[src/rtl/tcea_pkg.sv]
// ----------------------------------------------------------------------------
// tcea_pkg: shared types and constants
// Widths, register codes and the front-to-back queue word of the
// three-channel energy accumulator.
// ----------------------------------------------------------------------------
package tcea_pkg;

	localparam int NumCh       = 3;
	localparam int RawW        = 16;
	localparam int MagW        = RawW - 1;       // clamped reading, sign dropped
	localparam int ProdW       = 2 * MagW;       // clamped shunt times clamped bus
	localparam int ChargeW     = 48;
	localparam int EnergyW     = 63;
	localparam int LimitW      = 16;
	localparam int CfgIdxW     = 1;
	localparam int CfgDataW    = 16;
	localparam int QueueDepthDef = 4;

	localparam logic [LimitW-1:0] UsbLimitRst  = 16'd2000;
	localparam logic [LimitW-1:0] PortLimitRst = 16'd800;

	// Channel order in every packed array: 0 USB, 1 port A, 2 port B
	localparam int ChUsb = 0;
	localparam int ChA   = 1;
	localparam int ChB   = 2;

	typedef enum logic [CfgIdxW-1:0] {
		CFG_USB_LIMIT  = 1'b0,
		CFG_PORT_LIMIT = 1'b1
	} cfg_idx_t;

	typedef struct packed {
		logic [LimitW-1:0] usb;
		logic [LimitW-1:0] port;
	} limits_t;

	// One classified word handed from the front to the back
	typedef struct packed {
		logic [NumCh-1:0][MagW-1:0]  charge_inc;
		logic [NumCh-1:0][ProdW-1:0] energy_inc;
		logic [NumCh-1:0]            changed;
		logic                        accum;      // low on the baseline word
		logic                        clear;
	} qword_t;

endpackage

[src/rtl/tcea_if.sv]
// ----------------------------------------------------------------------------
// tcea_meas_if / tcea_res_if: valid-ready channels
// Measurement word into the accumulator and totals word out of it.
// ----------------------------------------------------------------------------
interface tcea_meas_if;
	logic                               valid;
	logic                               ready;
	logic signed [tcea_pkg::RawW-1:0]   usb_shunt;
	logic signed [tcea_pkg::RawW-1:0]   usb_bus;
	logic signed [tcea_pkg::RawW-1:0]   a_shunt;
	logic signed [tcea_pkg::RawW-1:0]   a_bus;
	logic signed [tcea_pkg::RawW-1:0]   b_shunt;
	logic signed [tcea_pkg::RawW-1:0]   b_bus;
	logic                               clear_totals;

	modport source (
		output valid, usb_shunt, usb_bus, a_shunt, a_bus, b_shunt, b_bus, clear_totals,
		input  ready
	);
	modport sink (
		input  valid, usb_shunt, usb_bus, a_shunt, a_bus, b_shunt, b_bus, clear_totals,
		output ready
	);
endinterface

interface tcea_res_if;
	logic                              valid;
	logic                              ready;
	logic [tcea_pkg::ChargeW-1:0]      usb_charge;
	logic [tcea_pkg::ChargeW-1:0]      a_charge;
	logic [tcea_pkg::ChargeW-1:0]      b_charge;
	logic [tcea_pkg::EnergyW-1:0]      usb_energy;
	logic [tcea_pkg::EnergyW-1:0]      a_energy;
	logic [tcea_pkg::EnergyW-1:0]      b_energy;
	logic                              usb_changed;
	logic                              a_changed;
	logic                              b_changed;

	modport source (
		output valid, usb_charge, a_charge, b_charge, usb_energy, a_energy, b_energy,
		       usb_changed, a_changed, b_changed,
		input  ready
	);
	modport sink (
		input  valid, usb_charge, a_charge, b_charge, usb_energy, a_energy, b_energy,
		       usb_changed, a_changed, b_changed,
		output ready
	);
endinterface

[src/rtl/three_channel_energy_accumulator.sv]
// ----------------------------------------------------------------------------
// three_channel_energy_accumulator: charge and energy meter for three channels
//
//   Channel  Dir  Carries
//   meas     in   raw shunt and bus readings of USB, port A, port B; clear flag
//   res      out  48-bit charge totals, 63-bit energy totals, change flags
//   cfg      in   write-only limits: 0 USB change limit, 1 port change limit
//
// One word per cycle sustained while res takes every word; a word taken at
// meas is written into the queue, then popped into the totals registers.
// The accumulate step (one 63-bit add and saturate per channel) sets the rate.
// Reset clears totals, baselines and the queue; limits return to 2000 and 800.
// The queue lets meas keep flowing while res is stalled, until it fills.
// ----------------------------------------------------------------------------
module three_channel_energy_accumulator #(
	parameter int QueueDepth = tcea_pkg::QueueDepthDef
) (
	input  logic                            clk,
	input  logic                            arst_n,
	tcea_meas_if.sink                       meas,
	tcea_res_if.source                      res,
	input  logic                            cfg_we,
	input  tcea_pkg::cfg_idx_t              cfg_idx,
	input  logic [tcea_pkg::CfgDataW-1:0]   cfg_wdata
);
	import tcea_pkg::*;

	limits_t limits_q;
	qword_t  push_word;
	qword_t  pop_word;
	logic    push;
	logic    push_ready;
	logic    pop;
	logic    pop_valid;

	// Hold the change limits
	always_ff @(posedge clk or negedge arst_n) begin
		if (!arst_n) begin
			limits_q.usb  <= UsbLimitRst;
			limits_q.port <= PortLimitRst;
		end else if (cfg_we) begin
			case (cfg_idx)
				CFG_USB_LIMIT:  limits_q.usb  <= LimitW'(cfg_wdata);
				CFG_PORT_LIMIT: limits_q.port <= LimitW'(cfg_wdata);
				default:        limits_q      <= limits_q;
			endcase
		end
	end

	tcea_front u_front (
		.clk     (clk),
		.arst_n  (arst_n),
		.meas    (meas),
		.limits  (limits_q),
		.q_ready (push_ready),
		.q_push  (push),
		.q_word  (push_word)
	);

	tcea_queue #(
		.QueueDepth (QueueDepth)
	) u_queue (
		.clk        (clk),
		.arst_n     (arst_n),
		.push       (push),
		.push_word  (push_word),
		.push_ready (push_ready),
		.pop        (pop),
		.pop_word   (pop_word),
		.pop_valid  (pop_valid)
	);

	tcea_back u_back (
		.clk     (clk),
		.arst_n  (arst_n),
		.q_valid (pop_valid),
		.q_word  (pop_word),
		.q_pop   (pop),
		.res     (res)
	);

endmodule

[src/rtl/tcea_front.sv]
// ----------------------------------------------------------------------------
// tcea_front: measurement intake
// Accepts a measurement word, clamps the readings, forms the products and
// the change flags against the previous shunt baseline, and pushes one
// classified word into the queue.
// ----------------------------------------------------------------------------
module tcea_front (
	input  logic               clk,
	input  logic               arst_n,
	tcea_meas_if.sink          meas,
	input  tcea_pkg::limits_t  limits,
	input  logic               q_ready,
	output logic               q_push,
	output tcea_pkg::qword_t   q_word
);
	import tcea_pkg::*;

	logic [NumCh-1:0][RawW-1:0] shunt;
	logic [NumCh-1:0][RawW-1:0] bus;
	logic [NumCh-1:0][RawW-1:0] prev_shunt_q;
	logic                       baseline_q;

	logic signed [RawW:0]       diff;
	logic [RawW:0]              mag;
	logic [LimitW-1:0]          lim;
	logic [MagW-1:0]            cs;
	logic [MagW-1:0]            cb;

	assign shunt[ChUsb] = meas.usb_shunt;
	assign shunt[ChA]   = meas.a_shunt;
	assign shunt[ChB]   = meas.b_shunt;
	assign bus[ChUsb]   = meas.usb_bus;
	assign bus[ChA]     = meas.a_bus;
	assign bus[ChB]     = meas.b_bus;

	// Take a word whenever the queue has room
	assign meas.ready = q_ready;
	assign q_push     = meas.valid & q_ready;

	// Clamp, multiply and compare each channel on its own
	always_comb begin
		q_word          = '0;
		q_word.accum    = baseline_q;
		q_word.clear    = meas.clear_totals;
		diff            = '0;
		mag             = '0;
		lim             = '0;
		cs              = '0;
		cb              = '0;
		for (int ch = 0; ch < NumCh; ch++) begin
			cs   = shunt[ch][RawW-1] ? '0 : shunt[ch][MagW-1:0];
			cb   = bus[ch][RawW-1] ? '0 : bus[ch][MagW-1:0];
			q_word.charge_inc[ch] = cs;
			q_word.energy_inc[ch] = ProdW'(cs) * ProdW'(cb);
			diff = $signed({shunt[ch][RawW-1], shunt[ch]})
			     - $signed({prev_shunt_q[ch][RawW-1], prev_shunt_q[ch]});
			mag  = diff[RawW] ? (RawW+1)'(-diff) : diff;
			lim  = (ch == ChUsb) ? limits.usb : limits.port;
			q_word.changed[ch] = baseline_q & (mag > {1'b0, lim});
		end
	end

	// Record the baseline for the next word
	always_ff @(posedge clk or negedge arst_n) begin
		if (!arst_n) begin
			prev_shunt_q <= '0;
			baseline_q   <= 1'b0;
		end else if (q_push) begin
			prev_shunt_q <= shunt;
			baseline_q   <= 1'b1;
		end
	end

endmodule

[src/rtl/tcea_queue.sv]
// ----------------------------------------------------------------------------
// tcea_queue: front-to-back word queue
// Small first-in first-out buffer of classified words; push and pop may
// happen in the same cycle.
// ----------------------------------------------------------------------------
module tcea_queue #(
	parameter int QueueDepth = tcea_pkg::QueueDepthDef
) (
	input  logic              clk,
	input  logic              arst_n,
	input  logic              push,
	input  tcea_pkg::qword_t  push_word,
	output logic              push_ready,
	input  logic              pop,
	output tcea_pkg::qword_t  pop_word,
	output logic              pop_valid
);
	import tcea_pkg::*;

	localparam int PtrW = (QueueDepth > 1) ? $clog2(QueueDepth) : 1;
	localparam int CntW = $clog2(QueueDepth + 1);

	qword_t            slot_q [QueueDepth];
	logic [PtrW-1:0]   wr_ptr_q;
	logic [PtrW-1:0]   rd_ptr_q;
	logic [CntW-1:0]   count_q;

	assign push_ready = (count_q != CntW'(QueueDepth));
	assign pop_valid  = (count_q != '0);
	assign pop_word   = slot_q[rd_ptr_q];

	// Store the pushed word
	always_ff @(posedge clk) begin
		if (push) begin
			slot_q[wr_ptr_q] <= push_word;
		end
	end

	// Advance pointers and fill count
	always_ff @(posedge clk or negedge arst_n) begin
		if (!arst_n) begin
			wr_ptr_q <= '0;
			rd_ptr_q <= '0;
			count_q  <= '0;
		end else begin
			if (push) begin
				wr_ptr_q <= (wr_ptr_q == PtrW'(QueueDepth - 1)) ? '0 : wr_ptr_q + 1'b1;
			end
			if (pop) begin
				rd_ptr_q <= (rd_ptr_q == PtrW'(QueueDepth - 1)) ? '0 : rd_ptr_q + 1'b1;
			end
			if (push && !pop) begin
				count_q <= count_q + 1'b1;
			end else if (pop && !push) begin
				count_q <= count_q - 1'b1;
			end
		end
	end

endmodule

[src/rtl/tcea_back.sv]
// ----------------------------------------------------------------------------
// tcea_back: saturating accumulators
// Pops classified words, clears and adds into the charge and energy totals
// with saturation, and presents the totals as the result word.
// ----------------------------------------------------------------------------
module tcea_back (
	input  logic              clk,
	input  logic              arst_n,
	input  logic              q_valid,
	input  tcea_pkg::qword_t  q_word,
	output logic              q_pop,
	tcea_res_if.source        res
);
	import tcea_pkg::*;

	logic [NumCh-1:0][ChargeW-1:0] charge_q;
	logic [NumCh-1:0][EnergyW-1:0] energy_q;
	logic [NumCh-1:0]              changed_q;
	logic                          res_valid_q;

	logic [NumCh-1:0][ChargeW-1:0] charge_nxt;
	logic [NumCh-1:0][EnergyW-1:0] energy_nxt;
	logic [ChargeW-1:0]            charge_base;
	logic [EnergyW-1:0]            energy_base;
	logic [ChargeW:0]              charge_sum;
	logic [EnergyW:0]              energy_sum;

	// Pop when the result slot is empty or being taken
	assign q_pop = q_valid & (~res_valid_q | res.ready);

	// Clear, then add with saturation at all ones; a baseline word is not added
	always_comb begin
		charge_nxt  = '0;
		energy_nxt  = '0;
		charge_base = '0;
		energy_base = '0;
		charge_sum  = '0;
		energy_sum  = '0;
		for (int ch = 0; ch < NumCh; ch++) begin
			charge_base = q_word.clear ? '0 : charge_q[ch];
			energy_base = q_word.clear ? '0 : energy_q[ch];
			charge_sum  = {1'b0, charge_base} + (ChargeW+1)'(q_word.charge_inc[ch]);
			energy_sum  = {1'b0, energy_base} + (EnergyW+1)'(q_word.energy_inc[ch]);
			if (!q_word.accum) begin
				charge_nxt[ch] = charge_base;
				energy_nxt[ch] = energy_base;
			end else begin
				charge_nxt[ch] = charge_sum[ChargeW] ? '1 : charge_sum[ChargeW-1:0];
				energy_nxt[ch] = energy_sum[EnergyW] ? '1 : energy_sum[EnergyW-1:0];
			end
		end
	end

	// Update totals and the result slot
	always_ff @(posedge clk or negedge arst_n) begin
		if (!arst_n) begin
			charge_q    <= '0;
			energy_q    <= '0;
			changed_q   <= '0;
			res_valid_q <= 1'b0;
		end else begin
			if (q_pop) begin
				charge_q    <= charge_nxt;
				energy_q    <= energy_nxt;
				changed_q   <= q_word.changed;
				res_valid_q <= 1'b1;
			end else if (res.ready) begin
				res_valid_q <= 1'b0;
			end
		end
	end

	assign res.valid       = res_valid_q;
	assign res.usb_charge  = charge_q[ChUsb];
	assign res.a_charge    = charge_q[ChA];
	assign res.b_charge    = charge_q[ChB];
	assign res.usb_energy  = energy_q[ChUsb];
	assign res.a_energy    = energy_q[ChA];
	assign res.b_energy    = energy_q[ChB];
	assign res.usb_changed = changed_q[ChUsb];
	assign res.a_changed   = changed_q[ChA];
	assign res.b_changed   = changed_q[ChB];

endmodule

[src/flat_wrapper.sv]
// flat-port wrapper written by rule: the top's interface ports become plain ports
module three_channel_energy_accumulator_flat import tcea_pkg::*;
#(
	parameter int QueueDepth = tcea_pkg::QueueDepthDef
)
  (clk, arst_n, cfg_we, cfg_idx, cfg_wdata, meas_valid, meas_usb_shunt, meas_usb_bus, meas_a_shunt, meas_a_bus, meas_b_shunt, meas_b_bus, meas_clear_totals, meas_ready, res_valid, res_usb_charge, res_a_charge, res_b_charge, res_usb_energy, res_a_energy, res_b_energy, res_usb_changed, res_a_changed, res_b_changed, res_ready);
  tcea_meas_if meas_i ();
  tcea_res_if res_i ();
  input  logic clk;
  input  logic arst_n;
  input  logic cfg_we;
  input  tcea_pkg::cfg_idx_t cfg_idx;
  input  logic [tcea_pkg::CfgDataW-1:0] cfg_wdata;
  input wire logic [$bits(meas_i.valid)-1:0] meas_valid;
  input wire logic [$bits(meas_i.usb_shunt)-1:0] meas_usb_shunt;
  input wire logic [$bits(meas_i.usb_bus)-1:0] meas_usb_bus;
  input wire logic [$bits(meas_i.a_shunt)-1:0] meas_a_shunt;
  input wire logic [$bits(meas_i.a_bus)-1:0] meas_a_bus;
  input wire logic [$bits(meas_i.b_shunt)-1:0] meas_b_shunt;
  input wire logic [$bits(meas_i.b_bus)-1:0] meas_b_bus;
  input wire logic [$bits(meas_i.clear_totals)-1:0] meas_clear_totals;
  output wire logic [$bits(meas_i.ready)-1:0] meas_ready;
  output wire logic [$bits(res_i.valid)-1:0] res_valid;
  output wire logic [$bits(res_i.usb_charge)-1:0] res_usb_charge;
  output wire logic [$bits(res_i.a_charge)-1:0] res_a_charge;
  output wire logic [$bits(res_i.b_charge)-1:0] res_b_charge;
  output wire logic [$bits(res_i.usb_energy)-1:0] res_usb_energy;
  output wire logic [$bits(res_i.a_energy)-1:0] res_a_energy;
  output wire logic [$bits(res_i.b_energy)-1:0] res_b_energy;
  output wire logic [$bits(res_i.usb_changed)-1:0] res_usb_changed;
  output wire logic [$bits(res_i.a_changed)-1:0] res_a_changed;
  output wire logic [$bits(res_i.b_changed)-1:0] res_b_changed;
  input wire logic [$bits(res_i.ready)-1:0] res_ready;
  assign meas_i.valid = meas_valid;
  assign meas_i.usb_shunt = meas_usb_shunt;
  assign meas_i.usb_bus = meas_usb_bus;
  assign meas_i.a_shunt = meas_a_shunt;
  assign meas_i.a_bus = meas_a_bus;
  assign meas_i.b_shunt = meas_b_shunt;
  assign meas_i.b_bus = meas_b_bus;
  assign meas_i.clear_totals = meas_clear_totals;
  assign meas_ready = meas_i.ready;
  assign res_valid = res_i.valid;
  assign res_usb_charge = res_i.usb_charge;
  assign res_a_charge = res_i.a_charge;
  assign res_b_charge = res_i.b_charge;
  assign res_usb_energy = res_i.usb_energy;
  assign res_a_energy = res_i.a_energy;
  assign res_b_energy = res_i.b_energy;
  assign res_usb_changed = res_i.usb_changed;
  assign res_a_changed = res_i.a_changed;
  assign res_b_changed = res_i.b_changed;
  assign res_i.ready = res_ready;
  three_channel_energy_accumulator #(.QueueDepth(QueueDepth)) u_core (.clk(clk), .arst_n(arst_n), .meas(meas_i), .res(res_i), .cfg_we(cfg_we), .cfg_idx(cfg_idx), .cfg_wdata(cfg_wdata));
endmodule
[config.mk]
export PLATFORM = sky130hd
export DESIGN_NAME = three_channel_energy_accumulator_flat
export DESIGN_NICKNAME = d
export VERILOG_FILES = /design/src/rtl/tcea_pkg.sv /design/src/rtl/tcea_if.sv /design/src/rtl/three_channel_energy_accumulator.sv /design/src/rtl/tcea_front.sv /design/src/rtl/tcea_queue.sv /design/src/rtl/tcea_back.sv /design/src/flat_wrapper.sv
export SDC_FILE = /design/constraint.sdc
export NUM_CORES = 2
export LEC_CHECK = 0
export BUFFER_PORTS_ARGS = -buffer_cell sky130_fd_sc_hd__clkbuf_2
export CAP_MARGIN = 0
export CORE_MARGIN = 2
export CORE_UTILIZATION = 55
export DETAILED_ROUTE_END_ITERATION = 8
export PLACE_DENSITY_LB_ADDON = 0.25
export SLEW_MARGIN = 40
export SYNTH_ARGS = -nofsm -noshare
export SYNTH_HDL_FRONTEND = slang
export SYNTH_SLANG_ARGS = --single-unit
[constraint.sdc]
create_clock -name clk -period 10.9 [get_ports clk]
set_input_delay 1.635 -clock clk [delete_from_list [all_inputs] [get_ports clk]]
set_output_delay 1.635 -clock clk [all_outputs]
set_load 0.005 [all_outputs]
==> results.tsv <==
metric	value	unit
status	complete, no violations	
totalWireLength	221000	um
synth_nets	8677	
grt_pass1_vias	57200	
holdBufCountCts	0	
synthCells	7525	
netlist_area	75400	um2
reg2reg_slack	4590	ps
vias	59100	
vdd_drop_max	181	uV
tightest_slew	880	ps
rows	135	
path_max_fanout	26	
core_area	136000	um2
min_from	u_core.u_back.changed_q[2]	
cp_slowest_stage_delay	670	ps
wl_per_cell	22.8	um
ys_seq_area_share	36.4	%
pre_cts_ws	1750	ps
dieArea	140000	um2
die_h	374	um
cts_tree	yes	
yosysWarnings	0	
post-dp-hpwl	165000	um
antenna_found_initial	9	
first_pass_iters	6	
final_common_cell	inv_1	
synth_flop_cell	edfxtp_1	
viasPerCell	6.09	
slowest_stage	or4b_2	
synthArstFlopShare	43.1	%
cts_setup_buffers	0	
tns	0	ps
nFillCells	11100	
grt_max_degree	97	
port_buffers	456	
cts_sinks	985	
clockRootBuffer	clkbuf_16	
setup_violations	0	
post_cts_resized	0	
setup_slack	2440	ps
path_delay_family	adder cells	
rsz0062_at_grt	false	
grt_pass1_wl	340000	um
start_util	55.5	%
cp.arrival	9000	ps
avgSynthCellArea	10.0	um2
clk_pin_slew	60	ps
yosysTopAreaCell	edfxtp_1	
final_cell_mix	inv_1 (839), nand2_1 (765), nor2_1 (657)	
min_period	8460	ps
r2r.worst_path.cells	15	
seqCellArea	27500	um2
power_density	253	nW/um2
ctsLongestPathBuffers	3	
path_class	in -> reg	
min_path_type	reg -> reg	
num_io_pins	457	
hold_path_depth	2	
crit_buf_inv	7	
grt_use_total	31.3	%
max_freq	0.118	GHz
drv_slew	0	
hold_end	u_core.u_back.changed_q[2]	
synth_area_leaders	edfxtp_1 (22%), dfrtp_1 (14%), fa_1 (14%)	
grt_overflow	0	
timing.rr.start	u_core.u_queue.rd_ptr_q[0]	
leakage	37.4	nW
initialDrtViolationCount	5901	
maxSlewHeadroom	41.3	%
synth_cell_types	100	
place_congestion	0.988	
final.period_utilization	77.6	%
h-tree-depth	3	
worstSkewPairLatency	770	ps
antenna_left	0	
worstSetupEndpointType	register	
die_x	374	um
skew	59.6	ps
layout-drive-gt1-share	12.4	%
drc_errors	0	
cap_violations	0	
ys_ff_latch	985	
r2r_end	u_core.u_back.res.usb_charge[36]	
cp_data_required_time	11440	ps
setup.worst_path.start_class	primary input	
synth-edff-count	560	
nNetsFinal	8980	
multi_input_area	43700	um2
synth_top_area_share	22.3	%
syn2layout_area_growth	10.5	%
cts-buffers-inserted	108	
hold_viol_final	0	
cell families after synthesis:
kind of cell / after synthesis / synth area share [%]
adders and majority gates: 1033 / 22.2
DFF: 985 / 36.4
buffers and inverters: 1183 / 5.95
xor gates and xnor gates: 256 / 2.97
muxes: 181 / 4.75
and+or+nand+nor: 2355 / 14.6
AOI/OAI and AO/OA: 1532 / 13.1
per-layer routing:
metal / vias up / wire [um] / track usage [%]
li1: 26700 / - / -
met3: 410 / 22400 / 7.10
met1: 29300 / 93800 / 44.8
met4: 8 / 8940 / 12.0
met2: 2686 / 95800 / 46.6
met5: - / 60 / 0
cells in the mapped netlist, types with 14 or more instances:
library cell / number
xor2_1: 73
xnor2_1: 183
nand4_1: 71
a22o_1: 20
clkinv_1: 17
nand2_1: 767
o22ai_1: 26
buf_2: 14
nor4_1: 27
inv_1: 841
o21ai_0: 437
o31ai_1: 31
or3_1: 29
fa_1: 511
a41oi_1: 29
nand3_1: 145
ha_1: 522
or2_2: 24
a21o_1: 136
and3_1: 90
a211oi_1: 22
a31o_2: 16
o21bai_1: 31
o22a_1: 29
clkbuf_1: 262
nand2b_1: 116
nor3_1: 94
nor2b_1: 215
mux2i_1: 18
o211ai_1: 29
edfxtp_1: 560
mux4_2: 139
nor2_1: 660
and2_1: 48
and4_1: 20
o311ai_0: 18
o31a_1: 14
mux2_2: 24
a31oi_1: 102
o21a_1: 63
buf_1: 41
dfrtp_1: 416
a21oi_1: 357
worst max-delay path by stage:
stage,cells past startpoint,endpoint,start
after floorplan,28,u_core.u_queue.slot_q[0][31],meas_usb_bus[15]
after global placement,26,u_core.u_queue.slot_q[0][33],meas_usb_bus[15]
after detailed placement,26,u_core.u_queue.slot_q[3][33],meas_usb_bus[15]
after CTS,26,u_core.u_queue.slot_q[2][33],meas_usb_bus[15]
after global routing,26,u_core.u_queue.slot_q[3][33],meas_usb_bus[15]
final,26,u_core.u_queue.slot_q[3][33],meas_usb_bus[15]
sequential cells by signal (all words and copies together) (netlist names):
signal                        flops
u_core.u_queue.rd_ptr_q           2
u_core.u_back.res.valid           1
u_core.u_back.res.a_energy       63
u_core.u_back.res.b_energy       63
u_core.u_queue.count_q            3
u_core.u_back.changed_q           3
u_core.u_back.res.b_charge       48
u_core.u_back.res.usb_charge     48
u_core.u_queue.wr_ptr_q           2
u_core.u_back.res.a_charge       48
u_core.u_back.res.usb_energy     63
u_core.u_queue.slot_q           560
u_core.limits_q                  32
u_core.u_front.prev_shunt_q      48
u_core.u_front.baseline_q         1
tightest hold or removal path: cells and delay by family, from the launching register on:
family	cells	cell delay (ps)
simple gates	2	100
flops	1	340
power by group:
part,internal (mW),switching [mW],total (mW)
clock,2.25,1.67,3.92
sequential,5.14,0.574,5.71
combinational,4.48,6.99,11.5
total,11.9,9.24,21.1
area by class of cell:
cell class	instances	share of cell area, %
Inverter	858	3.87
Tap cell	1781	2.67
Multi-Input combinational cell	5357	52.4
Antenna cell	2	0.00601
Sequential cell	985	33.0
Clock inverter	70	1.05
Clock buffer	133	3.55
Timing Repair Buffer	518	3.45
metrics by stage:
step | hold slack (ps) | utilization, % | instance area, um2 | instances | total power [mW]
2_1_floorplan | 454 | - | 75400 | 7525 | 13.6
3_3_place_gp | 463 | 58.3 | 79200 | 9492 | 16.6
3_5_place_dp | 464 | 58.4 | 79300 | 9496 | 17.0
4_1_cts | 478 | 61.2 | 83200 | 9699 | 21.0
5_1_grt | 518 | 61.3 | 83300 | 9703 | 22.5
6_report | 475 | 61.3 | 83300 | 9704 | 21.1
Note: power is estimated with default switching activity, not from simulation.
